--- config.mk ---
export PLATFORM = sky130hd
export DESIGN_NAME = multi_timer_event_table
export DESIGN_NICKNAME = d
export VERILOG_FILES = /design/src/design/mte_pkg.sv /design/src/design/mte_ram.sv /design/src/design/multi_timer_event_table.sv
export VERILOG_INCLUDE_DIRS = /design/src /design/src/design
export SDC_FILE = /design/constraint.sdc
export NUM_CORES = 2
export LEC_CHECK = 0
export ABC_AREA = 1
export BUFFER_PORTS_ARGS = -buffer_cell sky130_fd_sc_hd__clkbuf_2
export CAP_MARGIN = 10
export CORE_ASPECT_RATIO = 0.7
export CORE_MARGIN = 1.5
export CORE_UTILIZATION = 59
export CTS_CLUSTER_DIAMETER = 40
export DETAILED_ROUTE_END_ITERATION = 8
export GPL_TIMING_DRIVEN = 0
export PLACE_DENSITY_LB_ADDON = 0.2
export SYNTH_ARGS = -nofsm -noshare
export SYNTH_HDL_FRONTEND = slang
export SYNTH_SLANG_ARGS = --single-unit
export TNS_END_PERCENT = 100
--- constraint.sdc ---
create_clock -name i_clk -period 10.3 [get_ports i_clk]
set_clock_uncertainty 0.05 [all_clocks]
set_input_delay 2.575 -clock i_clk [delete_from_list [all_inputs] [get_ports i_clk]]
set_output_delay 2.575 -clock i_clk [all_outputs]
set_load 0.01 [all_outputs]
--- src/design/multi_timer_event_table_assert.svh ---
// Assertion macros used by the timer table design.
`ifndef MULTI_TIMER_EVENT_TABLE_ASSERT_SVH
`define MULTI_TIMER_EVENT_TABLE_ASSERT_SVH
// Checks that a condition implies a consequence in the same cycle.
`define MTE_ASSERT_NOW(lbl, clk, rst_n, ante, cons) \
    lbl: assert property (@(posedge clk) disable iff (!(rst_n)) (ante) |-> (cons)) \
        else $error("timer table check failed");
// Checks that a condition implies a consequence in the following cycle.
`define MTE_ASSERT_NEXT(lbl, clk, rst_n, ante, cons) \
    lbl: assert property (@(posedge clk) disable iff (!(rst_n)) (ante) |=> (cons)) \
        else $error("timer table check failed");
`endif

--- src/design/mte_pkg.sv ---
// Types and constants of the multi-channel timer table.
package mte_pkg;

    localparam logic [31:0] INVALID_ID  = 32'hFFFF_FFFF;
    localparam int          MAX_RESULTS = 16;

    typedef enum logic [1:0] {
        ACT_START = 2'd0,
        ACT_STOP  = 2'd1,
        ACT_TICK  = 2'd2,
        ACT_POLL  = 2'd3
    } t_action;

    typedef enum logic [2:0] {
        KIND_START_ACK = 3'd0,
        KIND_STOP_ACK  = 3'd1,
        KIND_TICK_ACK  = 3'd2,
        KIND_EVENT     = 3'd3,
        KIND_NO_EVENTS = 3'd4
    } t_kind;

    typedef enum logic [1:0] {
        ST_OK      = 2'd0,
        ST_BAD_ID  = 2'd1,
        ST_FULL    = 2'd2,
        ST_DROPPED = 2'd3
    } t_status;

    typedef enum logic [3:0] {
        S_IDLE,
        S_FREE,
        S_STOP_SCAN,
        S_PURGE,
        S_TICK_SCAN,
        S_TICK_EMIT,
        S_POLL_RD,
        S_POLL_OUT,
        S_RESP
    } t_state;

    typedef struct packed {
        t_action     action;
        logic [31:0] now_ms;
        logic [30:0] interval_ms;
        logic        repeat_req;
        logic [31:0] timer_id;
    } t_in_item;

    typedef struct packed {
        t_kind       kind;
        logic [31:0] result_id;
        logic [30:0] elapsed_ms;
        t_status     status;
        logic        last;
    } t_out_item;

    typedef struct packed {
        logic [31:0] id;
        logic [31:0] start;
        logic [30:0] interval;
        logic        rpt;
    } t_slot;

    typedef struct packed {
        logic [31:0] id;
        logic [30:0] elapsed;
    } t_event;

endpackage

--- src/design/mte_ram.sv ---
// Generic single-write, single-read memory with a registered read port.
module mte_ram #(
    parameter int WIDTH = 8,
    parameter int DEPTH = 16
) (
    input  logic                                     i_clk,
    input  logic                                     i_we,
    input  logic [((DEPTH > 1) ? $clog2(DEPTH) : 1)-1:0] i_waddr,
    input  logic [WIDTH-1:0]                         i_wdata,
    input  logic                                     i_re,
    input  logic [((DEPTH > 1) ? $clog2(DEPTH) : 1)-1:0] i_raddr,
    output logic [WIDTH-1:0]                         o_rdata
);

    logic [WIDTH-1:0] r_mem [DEPTH];
    logic [WIDTH-1:0] r_rdata;

    always_ff @(posedge i_clk) begin
        if (i_we) begin
            r_mem[i_waddr] <= i_wdata;
        end
        if (i_re) begin
            r_rdata <= r_mem[i_raddr];
        end
    end

    assign o_rdata = r_rdata;

endmodule

--- src/design/multi_timer_event_table.sv ---
// Start scans the valid bits for a free slot; a stop with the invalid ID goes straight to its response.
// Stop scans the slot memory, then purges events of the stopped ID from the event queue.
// Tick repeats slot memory read scans, each emitting the fired timer with the lowest ID, until one finds none.
// Poll returns queued events through the event memory port, or a no-events item when the queue is empty.
// One item is worked on at a time; the output register holds one transfer.
// Synchronous active-low reset clears control state, valid bits and queue count, not memories.
`include "multi_timer_event_table_assert.svh"
module multi_timer_event_table #(
    parameter int NUM_TIMERS  = 16,
    parameter int EVENT_DEPTH = 16
) (
    input  logic               i_clk,
    input  logic               i_rst_n,
    input  logic               i_in_valid,
    output logic               o_in_stall,
    input  mte_pkg::t_in_item  i_in,
    output logic               o_out_valid,
    input  logic               i_out_stall,
    output mte_pkg::t_out_item o_out
);
    import mte_pkg::*;

    localparam int TW  = (NUM_TIMERS > 1) ? $clog2(NUM_TIMERS) : 1;
    localparam int TCW = $clog2(NUM_TIMERS + 1);
    localparam int EW  = (EVENT_DEPTH > 1) ? $clog2(EVENT_DEPTH) : 1;
    localparam int ECW = $clog2(EVENT_DEPTH + 1);
    localparam int PW  = $clog2(MAX_RESULTS);

    function automatic logic [EW-1:0] ev_addr(input logic [EW-1:0] base,
                                              input logic [ECW-1:0] off);
        logic [ECW:0] s;
        s = (ECW+1)'(base) + (ECW+1)'(off);
        if (s >= (ECW+1)'(EVENT_DEPTH)) begin
            s = s - (ECW+1)'(EVENT_DEPTH);
        end
        return s[EW-1:0];
    endfunction

    t_state                r_state, n_state;
    t_in_item              r_cmd, n_cmd;
    logic [NUM_TIMERS-1:0] r_valid, n_valid;
    logic [NUM_TIMERS-1:0] r_done, n_done;
    logic [31:0]           r_next_id, n_next_id;
    logic [TCW-1:0]        r_idx, n_idx;
    logic                  r_rd_vld, n_rd_vld;
    logic [TW-1:0]         r_rd_idx, n_rd_idx;
    logic                  r_found, n_found;
    t_slot                 r_best, n_best;
    logic [TW-1:0]         r_best_idx, n_best_idx;
    logic                  r_drop, n_drop;
    logic [EW-1:0]         r_head, n_head;
    logic [ECW-1:0]        r_count, n_count;
    logic [ECW-1:0]        r_rcnt, n_rcnt;
    logic [ECW-1:0]        r_wcnt, n_wcnt;
    logic [PW-1:0]         r_npoll, n_npoll;
    t_out_item             r_resp, n_resp;
    t_out_item             r_out, n_out;
    logic                  r_ovalid, n_ovalid;

    logic          s_we, s_re;
    logic [TW-1:0] s_waddr, s_raddr;
    t_slot         s_wdata, s_rdata;
    logic          e_we, e_re;
    logic [EW-1:0] e_waddr, e_raddr;
    t_event        e_wdata, e_rdata;

    logic          accept, can_load, scan_end, scan_done, purge_done, poll_last;
    logic          free_end, free_hit, fire;
    logic          start_ok;
    logic [TW-1:0] idx_lo;
    logic [31:0]   diff, id_inc, new_id;
    logic [31:0]   best_diff;
    logic [30:0]   best_el;

    mte_ram #(.WIDTH($bits(t_slot)), .DEPTH(NUM_TIMERS)) u_slot_ram (
        .i_clk   (i_clk),
        .i_we    (s_we),
        .i_waddr (s_waddr),
        .i_wdata (s_wdata),
        .i_re    (s_re),
        .i_raddr (s_raddr),
        .o_rdata (s_rdata)
    );

    mte_ram #(.WIDTH($bits(t_event)), .DEPTH(EVENT_DEPTH)) u_event_ram (
        .i_clk   (i_clk),
        .i_we    (e_we),
        .i_waddr (e_waddr),
        .i_wdata (e_wdata),
        .i_re    (e_re),
        .i_raddr (e_raddr),
        .o_rdata (e_rdata)
    );

    assign accept     = i_in_valid && !o_in_stall;
    assign can_load   = !r_ovalid || !i_out_stall;
    assign idx_lo     = r_idx[TW-1:0];
    assign scan_end   = (r_idx == TCW'(NUM_TIMERS));
    assign scan_done  = scan_end && !r_rd_vld;
    assign free_end   = scan_end;
    assign free_hit   = !scan_end && !r_valid[idx_lo];
    assign purge_done = (r_rcnt == r_count) && !r_rd_vld;
    assign poll_last  = (r_count == ECW'(1)) || (r_npoll == PW'(MAX_RESULTS - 1));
    assign diff       = r_cmd.now_ms - s_rdata.start;
    assign fire       = r_valid[r_rd_idx] && !r_done[r_rd_idx]
                        && (diff >= {1'b0, s_rdata.interval});
    assign best_diff  = r_cmd.now_ms - r_best.start;
    assign best_el    = best_diff[31] ? 31'h7FFF_FFFF : best_diff[30:0];
    assign id_inc     = r_next_id + 32'd1;
    assign new_id     = (id_inc == INVALID_ID) ? 32'd1 : id_inc;
    assign start_ok   = o_out_valid && (o_out.kind == KIND_START_ACK) && (o_out.status == ST_OK);

    always_comb begin
        n_state = r_state;
        unique case (r_state)
            S_IDLE: begin
                if (accept) begin
                    unique case (i_in.action)
                        ACT_START: n_state = S_FREE;
                        ACT_STOP:  n_state = (i_in.timer_id == INVALID_ID) ? S_RESP : S_STOP_SCAN;
                        ACT_TICK:  n_state = S_TICK_SCAN;
                        ACT_POLL:  n_state = (r_count == '0) ? S_RESP : S_POLL_RD;
                        default:   n_state = S_IDLE;
                    endcase
                end
            end
            S_FREE: begin
                if (free_end || free_hit) begin
                    n_state = S_RESP;
                end
            end
            S_STOP_SCAN: begin
                if (scan_done) begin
                    n_state = S_PURGE;
                end
            end
            S_PURGE: begin
                if (purge_done) begin
                    n_state = S_RESP;
                end
            end
            S_TICK_SCAN: begin
                if (scan_done) begin
                    n_state = r_found ? S_TICK_EMIT : S_RESP;
                end
            end
            S_TICK_EMIT: n_state = S_TICK_SCAN;
            S_POLL_RD:   n_state = S_POLL_OUT;
            S_POLL_OUT: begin
                if (can_load) begin
                    n_state = poll_last ? S_IDLE : S_POLL_RD;
                end
            end
            S_RESP: begin
                if (can_load) begin
                    n_state = S_IDLE;
                end
            end
            default: n_state = S_IDLE;
        endcase
    end

    always_comb begin
        n_cmd      = r_cmd;
        n_valid    = r_valid;
        n_done     = r_done;
        n_next_id  = r_next_id;
        n_idx      = r_idx;
        n_rd_vld   = 1'b0;
        n_rd_idx   = r_rd_idx;
        n_found    = r_found;
        n_best     = r_best;
        n_best_idx = r_best_idx;
        n_drop     = r_drop;
        n_head     = r_head;
        n_count    = r_count;
        n_rcnt     = r_rcnt;
        n_wcnt     = r_wcnt;
        n_npoll    = r_npoll;
        n_resp     = r_resp;
        n_out      = r_out;
        n_ovalid   = r_ovalid && i_out_stall;
        s_we       = 1'b0;
        s_waddr    = r_best_idx;
        s_wdata    = r_best;
        s_re       = 1'b0;
        s_raddr    = idx_lo;
        e_we       = 1'b0;
        e_waddr    = ev_addr(r_head, r_wcnt);
        e_wdata    = e_rdata;
        e_re       = 1'b0;
        e_raddr    = ev_addr(r_head, r_rcnt);
        unique case (r_state)
            S_IDLE: begin
                if (accept) begin
                    n_cmd   = i_in;
                    n_idx   = '0;
                    n_done  = '0;
                    n_found = 1'b0;
                    n_drop  = 1'b0;
                    n_rcnt  = '0;
                    n_wcnt  = '0;
                    n_npoll = '0;
                    n_resp  = '{kind: KIND_STOP_ACK, result_id: i_in.timer_id,
                                elapsed_ms: '0, status: ST_BAD_ID, last: 1'b1};
                    if (i_in.action == ACT_POLL) begin
                        n_resp = '{kind: KIND_NO_EVENTS, result_id: '0,
                                   elapsed_ms: '0, status: ST_OK, last: 1'b1};
                    end
                end
            end
            S_FREE: begin
                if (free_end) begin
                    n_resp = '{kind: KIND_START_ACK, result_id: INVALID_ID,
                               elapsed_ms: '0, status: ST_FULL, last: 1'b1};
                end else if (free_hit) begin
                    s_we            = 1'b1;
                    s_waddr         = idx_lo;
                    s_wdata         = '{id: new_id, start: r_cmd.now_ms,
                                        interval: r_cmd.interval_ms, rpt: r_cmd.repeat_req};
                    n_valid[idx_lo] = 1'b1;
                    n_next_id       = new_id;
                    n_resp          = '{kind: KIND_START_ACK, result_id: new_id,
                                        elapsed_ms: '0, status: ST_OK, last: 1'b1};
                end else begin
                    n_idx = r_idx + TCW'(1);
                end
            end
            S_STOP_SCAN: begin
                if (!scan_end) begin
                    s_re     = 1'b1;
                    n_idx    = r_idx + TCW'(1);
                    n_rd_vld = 1'b1;
                    n_rd_idx = idx_lo;
                end
                if (r_rd_vld && (s_rdata.id == r_cmd.timer_id)) begin
                    n_valid[r_rd_idx] = 1'b0;
                end
            end
            S_PURGE: begin
                if (r_rcnt != r_count) begin
                    e_re     = 1'b1;
                    n_rcnt   = r_rcnt + ECW'(1);
                    n_rd_vld = 1'b1;
                end
                if (r_rd_vld && (e_rdata.id != r_cmd.timer_id)) begin
                    e_we   = 1'b1;
                    n_wcnt = r_wcnt + ECW'(1);
                end
                if (purge_done) begin
                    n_count = r_wcnt;
                    n_resp  = '{kind: KIND_STOP_ACK, result_id: r_cmd.timer_id,
                                elapsed_ms: '0, status: ST_OK, last: 1'b1};
                end
            end
            S_TICK_SCAN: begin
                if (!scan_end) begin
                    s_re     = 1'b1;
                    n_idx    = r_idx + TCW'(1);
                    n_rd_vld = 1'b1;
                    n_rd_idx = idx_lo;
                end
                if (r_rd_vld && fire && (!r_found || (s_rdata.id < r_best.id))) begin
                    n_found    = 1'b1;
                    n_best     = s_rdata;
                    n_best_idx = r_rd_idx;
                end
                if (scan_done) begin
                    n_resp = '{kind: KIND_TICK_ACK, result_id: '0, elapsed_ms: '0,
                               status: r_drop ? ST_DROPPED : ST_OK, last: 1'b1};
                end
            end
            S_TICK_EMIT: begin
                s_we          = 1'b1;
                s_wdata       = r_best;
                s_wdata.start = r_cmd.now_ms;
                n_done[r_best_idx] = 1'b1;
                if (!r_best.rpt) begin
                    n_valid[r_best_idx] = 1'b0;
                end
                if (r_count != ECW'(EVENT_DEPTH)) begin
                    e_we    = 1'b1;
                    e_waddr = ev_addr(r_head, r_count);
                    e_wdata = '{id: r_best.id, elapsed: best_el};
                    n_count = r_count + ECW'(1);
                end else begin
                    n_drop = 1'b1;
                end
                n_found = 1'b0;
                n_idx   = '0;
            end
            S_POLL_RD: begin
                e_re    = 1'b1;
                e_raddr = r_head;
            end
            S_POLL_OUT: begin
                if (can_load) begin
                    n_out    = '{kind: KIND_EVENT, result_id: e_rdata.id,
                                 elapsed_ms: e_rdata.elapsed, status: ST_OK, last: poll_last};
                    n_ovalid = 1'b1;
                    n_head   = ev_addr(r_head, ECW'(1));
                    n_count  = r_count - ECW'(1);
                    n_npoll  = r_npoll + PW'(1);
                end
            end
            S_RESP: begin
                if (can_load) begin
                    n_out    = r_resp;
                    n_ovalid = 1'b1;
                end
            end
            default: begin
            end
        endcase
    end

    always_ff @(posedge i_clk) begin
        if (!i_rst_n) begin
            r_state   <= S_IDLE;
            r_valid   <= '0;
            r_done    <= '0;
            r_next_id <= '0;
            r_idx     <= '0;
            r_rd_vld  <= 1'b0;
            r_found   <= 1'b0;
            r_drop    <= 1'b0;
            r_head    <= '0;
            r_count   <= '0;
            r_rcnt    <= '0;
            r_wcnt    <= '0;
            r_npoll   <= '0;
            r_ovalid  <= 1'b0;
        end else begin
            r_state   <= n_state;
            r_valid   <= n_valid;
            r_done    <= n_done;
            r_next_id <= n_next_id;
            r_idx     <= n_idx;
            r_rd_vld  <= n_rd_vld;
            r_found   <= n_found;
            r_drop    <= n_drop;
            r_head    <= n_head;
            r_count   <= n_count;
            r_rcnt    <= n_rcnt;
            r_wcnt    <= n_wcnt;
            r_npoll   <= n_npoll;
            r_ovalid  <= n_ovalid;
        end
    end

    always_ff @(posedge i_clk) begin
        r_cmd      <= n_cmd;
        r_rd_idx   <= n_rd_idx;
        r_best     <= n_best;
        r_best_idx <= n_best_idx;
        r_resp     <= n_resp;
        r_out      <= n_out;
    end

    assign o_in_stall  = (r_state != S_IDLE);
    assign o_out_valid = r_ovalid;
    assign o_out       = r_out;

    `MTE_ASSERT_NOW(a_count_bound, i_clk, i_rst_n, 1'b1, r_count <= ECW'(EVENT_DEPTH))
    `MTE_ASSERT_NOW(a_id_counter_valid, i_clk, i_rst_n, 1'b1, r_next_id != INVALID_ID)
    `MTE_ASSERT_NEXT(a_accept_busy, i_clk, i_rst_n, accept, r_state != S_IDLE)
    `MTE_ASSERT_NOW(a_start_id_valid, i_clk, i_rst_n, start_ok, o_out.result_id != INVALID_ID)

endmodule
# After elaboration in Yosys (flattened, before gate mapping)
# Memories as Yosys holds them, arrays and structs flattened. A register that Yosys moved wholly into a read port is not among the register bits.
# Index checks and enable logic that the tools add are counted.
[word_totals]
wordCells = 268
register_bits = 438
n_memories = 2
out_inout_bits = 71
input_bits = 102
ram_bits = 2544
[classes]
eq_ne = 40
magnitude_cmp = 12
n_addsub = 17
bitwise = 7
n_reduce_logical = 58
n_mux = 98
[mem_list]
columns = ["name", "words", "word_bits", "rd", "rd_ports_with_merged_regs", "wr", "line_no", "text"]
rows = [
  ["u_slot_ram.r_mem", 16, 96, 1, 1, 1, "mte_ram.sv:15", "logic [WIDTH-1:0] r_mem [DEPTH];"],
  ["u_event_ram.r_mem", 16, 63, 1, 1, 1, "mte_ram.sv:15", ""],
]
[op_table]
columns = ["op", "count"]
rows = [
  ["$mux W69", 8],
  ["$pmux W69 S4", 1],
  ["$mux W96", 2],
  ["$pmux W96 S2", 1],
  ["$pmux W69 S2", 1],
  ["$mux W63", 2],
  ["$mux W4", 22],
  ["$mux W16", 5],
  ["$eq A32 B32 Y1 const B", 2],
  ["$sub A32 B32 Y32", 2],
  ["$pmux W16 S3", 1],
  ["$mux W5", 9],
  ["$ne A2 B2 Y1 const B", 18],
  ["$pmux W4 S9", 1],
  ["$add A32 B1 Y32 const B", 1],
  ["$and A16 B16 Y16", 2],
  ["$eq A32 B32 Y1", 1],
  ["$ge A32 B31 Y1", 1],
  ["$lt A32 B32 Y1", 1],
  ["$mux W32", 1],
  ["$ne A32 B32 Y1", 1],
  ["$not A16 Y16", 2],
  ["$or A16 B16 Y16", 2],
  ["$pmux W16 S2", 1],
  ["other kinds (51)", 144],
]

# Longest topological paths before layout
[logic_depth]
depth_word = 9
depth_mapped = 30
depth_no_buf = 30

# Cells and area by module
# A second synthesis with hierarchy kept.
[unflattened]
cells_unflattened = 13469
hier_area_um2 = 138965.8
[modules_own_cells]
columns = ["module", "area_per_inst_um2", "seq_area_each_um2", "instances", "cells_per_inst"]
rows = [
  ["mte_ram (u_slot_ram)", 68604.5, 49007.0, 1, 6302],
  ["mte_ram (u_event_ram)", 45072.0, 32160.8, 1, 4143],
  ["multi_timer_event_table", 25289.3, 11190.7, 1, 3024],
]

# Worst setup path after synthesis
# OpenSTA, ideal clock, no wires.
[synth_path]
path_kind = "input to register"
start = "input port i_in_valid"
end = "register r_rcnt[4]"
path_buffers = 0
setup_time_ps = 70
cell_stages = 9
setup_slack_ps = 1248
arrival_time_ps = 8931
required_ps = 10180
cell_sequence = "inv_1 nor2_1 clkinv_1 nand2_1 inv_1 nor3_1 nand2_1 or2_2 a21oi_1"
[synth_via]
elab_chain_len = 3
[synth_rtl]
columns = ["item", "line_no", "text"]
rows = [
  ["start, declared", "multi_timer_event_table.sv:14", "input logic i_in_valid,"],
  ["$logic_and A1 B1 Y1", "multi_timer_event_table.sv:95", "assign accept = i_in_valid && !o_in_stall;"],
  ["$ne A2 B2 Y1 (no source line)", "--", ""],
  ["$reduce_and A3 Y1 (no source line)", "--", ""],
  ["end signal, assigned", "multi_timer_event_table.sv:344", "r_rcnt <= n_rcnt;"],
  ["end, declared", "multi_timer_event_table.sv:53", "logic [ECW-1:0] r_rcnt, n_rcnt;"],
]
# Every way passes these cells.
# A chain may end at the register's enable or synchronous reset.

# Worst setup path after layout
[layout_path]
start = "register r_idx[0]"
end = "memory u_slot_ram.r_mem[15][47] (netlist bit) (enable)"
[layout_via]
elab_chain_len = 9
elab_cells_between_ends = 14
cone_classes = "eq/ne: 1; mux: 10; reduce/logical: 3"
[layout_rtl]
columns = ["item", "line_no", "text"]
rows = [
  ["start, declared", "multi_timer_event_table.sv:44", "logic [TCW-1:0] r_idx, n_idx;"],
  ["start signal, assigned", "multi_timer_event_table.sv:338", "r_idx <= n_idx;"],
  ["$bmux W1 S4", "multi_timer_event_table.sv:101", "assign free_hit = !scan_end && !r_valid[idx_lo];"],
  ["$mux W1 (implied by the code)", "multi_timer_event_table.sv:101", ""],
  ["$logic_not A1 Y1", "multi_timer_event_table.sv:101", ""],
  ["$logic_and A1 B1 Y1", "multi_timer_event_table.sv:101", ""],
  ["$mux W1", "multi_timer_event_table.sv:216", "end else if (free_hit) begin"],
  ["$mux W1", "multi_timer_event_table.sv:213", "if (free_end) begin"],
  ["$pmux W1 S2", "multi_timer_event_table.sv:193", "unique case (r_state)"],
  ["$mux W1", "mte_ram.sv:19", "if (i_we) begin"],
  ["$mux W1 (implied by the code)", "mte_ram.sv:20", "r_mem[i_waddr] <= i_wdata;"],
  ["end, declared", "mte_ram.sv:15", ""],
]
# Several ways; a longest one is shown, not always the timed one. The select of a mux whose other input is x is not followed.

==> impl_summary.txt <==
----------------------------------------------------
[Run status]
  Status ... finished clean

[STA]
  Total Negative Setup Slacks ... 0 ns
  Number of endpoints with negative hold slack in the final report ... 0
  Number of endpoints failing setup at the final stage ... 0
  Final setup margin ... 2.12 ns
  RSZ-0062 raised after global routing ... false
  Final Cycle Share ... 79.4%
  Total count of max-transition violations in the final report ... 0
  Minimum clock period after layout ... 8.18 ns
  Worst Max-Slew Pin Slew ... between 1 and 1.5 ns
  Slew HR ... approximately 5.0%
  Maximum achievable frequency ... 0.122 GHz

[Logic synthesis]
  #FFs+latches synth ... approximately 3.1k
  Number of enable-type register cells in the synthesized netlist ... 3009
  Number of nets in the synthesized netlist ... 10.4k
  Distinct cell type count of the synthesized netlist ... between 50 and 60
  Portion of synthesized cell area occupied by the leading cell type ... between 70% and 80%
  Fraction of the yosys area taken by sequential cells ... 72.9%
  Async set-reset flop share out of synthesis ... 0%
  Top FF cell, synth ... sky130_fd_sc_hd__edfxtp_1
  Synthesis Warnings ... 0
  Ranking of synthesized cells by area ... sky130_fd_sc_hd__edfxtp_1 (71%), sky130_fd_sc_hd__o21ai_0 (6.3%), sky130_fd_sc_hd__nor2_1 (4.8%), sky130_fd_sc_hd__nand2_1 (2.9%), sky130_fd_sc_hd__o22ai_1 (2.8%)
  Biggest area consumer among synthesized cells ... sky130_fd_sc_hd__edfxtp_1
  Netlist Area Pre-Place ... 0.127 mm^2
  Post-synthesis area per instance ... 12.5 um^2
  Instance count of the mapped netlist ... 10.2k

[Final layout]
  Commonest cells after routing, fill and taps aside ... sky130_fd_sc_hd__edfxtp_1 (3009), sky130_fd_sc_hd__nor2_1 (1577), sky130_fd_sc_hd__o21ai_0 (1536), sky130_fd_sc_hd__nand2_1 (990), sky130_fd_sc_hd__o22ai_1 (559)
  Fraction of final layout cells sized beyond drive strength 1 ... ~9%
  Number of nets in the layout ... around 11k
  P&R area growth vs syn ... 14.5%
  Most common library cell in the layout ignoring fill and taps ... sky130_fd_sc_hd__edfxtp_1

[Power and ir drop]
  Switch share ... a little over a third
  Cell Pwr Density ... 259 mW/mm^2
  Switching power total ... 13200 uW
  IR drop worst, VDD ... 0.165 mV
  Sum of internal, switching and leakage power ... about 38000 uW
  Static leakage ... 0.0489 uW
  Internal power of the cells ... 24400 uW
  Register share of total power ... a little over two fifths
  Clock network fraction of design power ... between 30% and 40%
  Combinational share of power ... 26.9%

[GRT]
  Initial antenna violation count ... 25
  Pin count of the biggest net entering global routing ... 69
  Via count of the first global-routing pass ... 86.1k
  Wire length of the first global-routing pass ... 586 mm
  Combined global-route utilization of all metal layers ... ~37%
  Grt ovf ... 0

[Floorplan]
  Die ar. ... ~0.22 mm^2
  Count of boundary I/O pins ... roughly 170
  Placeable core region ... 0.214 mm^2
  Die span in y ... 391 um
  Row count ... 142
  Horiz. Die Dim ... 557 um
  Initial cell density of the core ... 59.3%

[Detailed routing]
  Average wire length per cell after detail routing ... 29.5 um
  Detailed Route Iter0 Violations ... 16.2k
  Detailed Routing Iterations Pass 1 ... 7
  Number of remaining DRC errors ... 0
  Vias post-DR ... 91.7k
  Number of nets with antenna violations after routing ... 0
  WL final ... approximately 410 mm
  Detailed-route vias per instance ... 6.54

[Clocking]
  Clk slew on worst S/H paths ... around 0.07 ns
  TritonCTS buffer count ... between 300 and 400
  Post-CTS Setup Repair Bufs ... 0
  H-tree Lvls ... 5
  Clock sink count ... between 3k and 4k
  Max Root-Sink Buffers ... 4
  Clock root buffer master ... sky130_fd_sc_hd__clkbuf_16
  TritonCTS clock tree ... done
  Insertion delay to the later sink of the worst-skew pair ... 0.88 ns
  Gates resized, CTS repair ... 0
  Number of hold buffers added after CTS ... 0

[Critical path]
  Crit end category ... flip-flop
  Req. time, crit path ... 10.78 ns
  Worst path arrival time ... around 8.7 ns
  Library cell appearing most often on the critical path ... sky130_fd_sc_hd__buf_12
  Maximum cell stage delay along the critical path ... about 0.80 ns
  Top Family by Delay on Critical Path ... buffers and inverters
  CP Cell Sequence ... inv_1 -> clkbuf_1 -> clkbuf_2 -> clkbuf_2 -> clkbuf_1 -> ha_1 -> nand3_1 -> nand2_1 -> nor3_2 -> inv_2 -> nand2_1 -> buf_2 -> nand3_1 -> nor2_4 -> buf_12 -> buf_12 -> buf_12 -> buf_12
  Critical path fanouts, max ... 23
  Worst Setup Path Type ... flip-flop to flip-flop
  Nature of the critical path startpoint ... flip-flop
  Critical-path top delay cell ... sky130_fd_sc_hd__clkbuf_2
  Crit path buf inv count ... 11

[Placed design]
  DP Wirelength ... 289 mm
  Number of buffer cells added on primary ports ... approximately 170
  GP Congestion ... 0.962
  Post-placement setup slack ... 2.55 ns

[Run]
  Max capacitance violation total ... 0

[Hold path]
  Worst min-delay path class ... flip-flop to flip-flop

----------------------------------------------------
## synthesized netlist by cell type (6+ instances only)
library cell	count
sky130_fd_sc_hd__o21ai_0	1596
sky130_fd_sc_hd__o22ai_1	559
sky130_fd_sc_hd__a211oi_1	12
sky130_fd_sc_hd__xor2_1	89
sky130_fd_sc_hd__nand4_1	133
sky130_fd_sc_hd__o21a_1	9
sky130_fd_sc_hd__nor3_1	62
sky130_fd_sc_hd__xnor2_1	56
sky130_fd_sc_hd__a22oi_1	11
sky130_fd_sc_hd__nand3_1	189
sky130_fd_sc_hd__nor4_1	17
sky130_fd_sc_hd__o21bai_1	7
sky130_fd_sc_hd__a221oi_1	6
sky130_fd_sc_hd__buf_1	21
sky130_fd_sc_hd__nor2_2	7
sky130_fd_sc_hd__a21oi_1	238
sky130_fd_sc_hd__o221ai_1	93
sky130_fd_sc_hd__ha_1	147
sky130_fd_sc_hd__inv_2	6
sky130_fd_sc_hd__or2_2	18
sky130_fd_sc_hd__a31oi_1	14
sky130_fd_sc_hd__o211ai_1	70
sky130_fd_sc_hd__edfxtp_1	3009
sky130_fd_sc_hd__nand2_1	991
sky130_fd_sc_hd__a21o_1	17
sky130_fd_sc_hd__o21ai_1	8
sky130_fd_sc_hd__a21boi_0	6
sky130_fd_sc_hd__dfxtp_1	100
sky130_fd_sc_hd__nor2_1	1613
sky130_fd_sc_hd__inv_1	441
sky130_fd_sc_hd__clkbuf_1	540
sky130_fd_sc_hd__buf_2	23
sky130_fd_sc_hd__buf_6	6
sky130_fd_sc_hd__o31ai_1	11
## metal layers
layer,GRT usage (%),part of all wire (%),vias to the layer above
li1,-,-,38800
met1,54.8,38,44600
met2,51.3,41,7307
met3,12.6,16,988
met4,15.8,4.6,17
met5,0.444,0.056,-
## sequential cells by signal, summed over array words and instances (netlist names), 4 cells and up
| signal | cells |
|---|---|
| u_slot_ram.r_mem | 1536 |
| u_event_ram.r_mem | 1008 |
| r_best | 96 |
| r_cmd | 96 |
| u_slot_ram.o_rdata | 96 |
| o_out | 69 |
| u_event_ram.o_rdata | 63 |
| r_resp | 37 |
| r_next_id | 32 |
| r_done | 16 |
| r_valid | 16 |
| r_count | 5 |
| r_idx | 5 |
| r_rcnt | 5 |
| r_wcnt | 5 |
| r_best_idx | 4 |
| r_head | 4 |
| r_npoll | 4 |
| r_rd_idx | 4 |
| r_state | 4 |
## worst reg2reg max path, delay by kind of cell (launching register included)
| kind | cells | cell delay [ns] |
|---|---|---|
| adders and majority gates | 1 | 0.35 |
| DFF | 1 | 0.52 |
| buffers and inverters | 11 | 4.34 |
| and+or+nand+nor | 6 | 2.53 |
## power by group through the flow
stage / combinational (uW) / clock, uW / sequential [uW]
after floorplan: 5260 / 0 / 16000
after global placement: 8960 / 0 / 16300
after detailed placement: 9540 / 0 / 16100
after CTS: 9620 / 11600 / 15900
after global routing: 10700 / 12100 / 15900
final: 10100 / 11600 / 15900
## per-stage QoR
stage	instance area, um^2	hold WS (ns)	utilization (%)	std cells
global route	145000	0.395	67.9	14000
global placement	131000	0.357	61.4	13200
CTS	145000	0.388	67.8	14000
finish	145000	0.389	67.9	14000
floorplan	127000	0.350	-	10200
detailed placement	134000	0.373	62.9	13400
## logic make-up after synthesis
family	share of synthesized area, %
flip-flops	72.9
AND/OR/NAND/NOR	9.69
AO/OA/AOI/OAI	11.8
buffers and inverters	3.15
adder cells (fa/ha/maj)	1.53
XOR/XNOR	1.01
multiplexers	0.0178
## path summary, 6_finish.rpt
check,cells after the start,slack (ns),end,startpoint
max,18,2.12,u_slot_ram.r_mem[15][47]$_DFFE_PP_,r_idx[0]$_SDFFE_PN0P_
min,0,0.39,r_best[0]$_DFFE_PP_,u_slot_ram.o_rdata[0]$_DFFE_PP_
max reg2reg,18,2.12,u_slot_ram.r_mem[15][47]$_DFFE_PP_,r_idx[0]$_SDFFE_PN0P_
min reg2reg,0,0.39,r_best[0]$_DFFE_PP_,u_slot_ram.o_rdata[0]$_DFFE_PP_
## final cells by class
cell class                 count  area [um^2]
sequential                  3109        92400
fill                       14900        68600
multi-input combinational   6021        30800
clock buffer                 369         8490
timing repair buffer         375         3910
tap                         2880         3600
buffer                       591         2320
clock inverter               209         1960
inverter                     452         1710
antenna                       15         37.5
(Power assumes the default switching activity.)
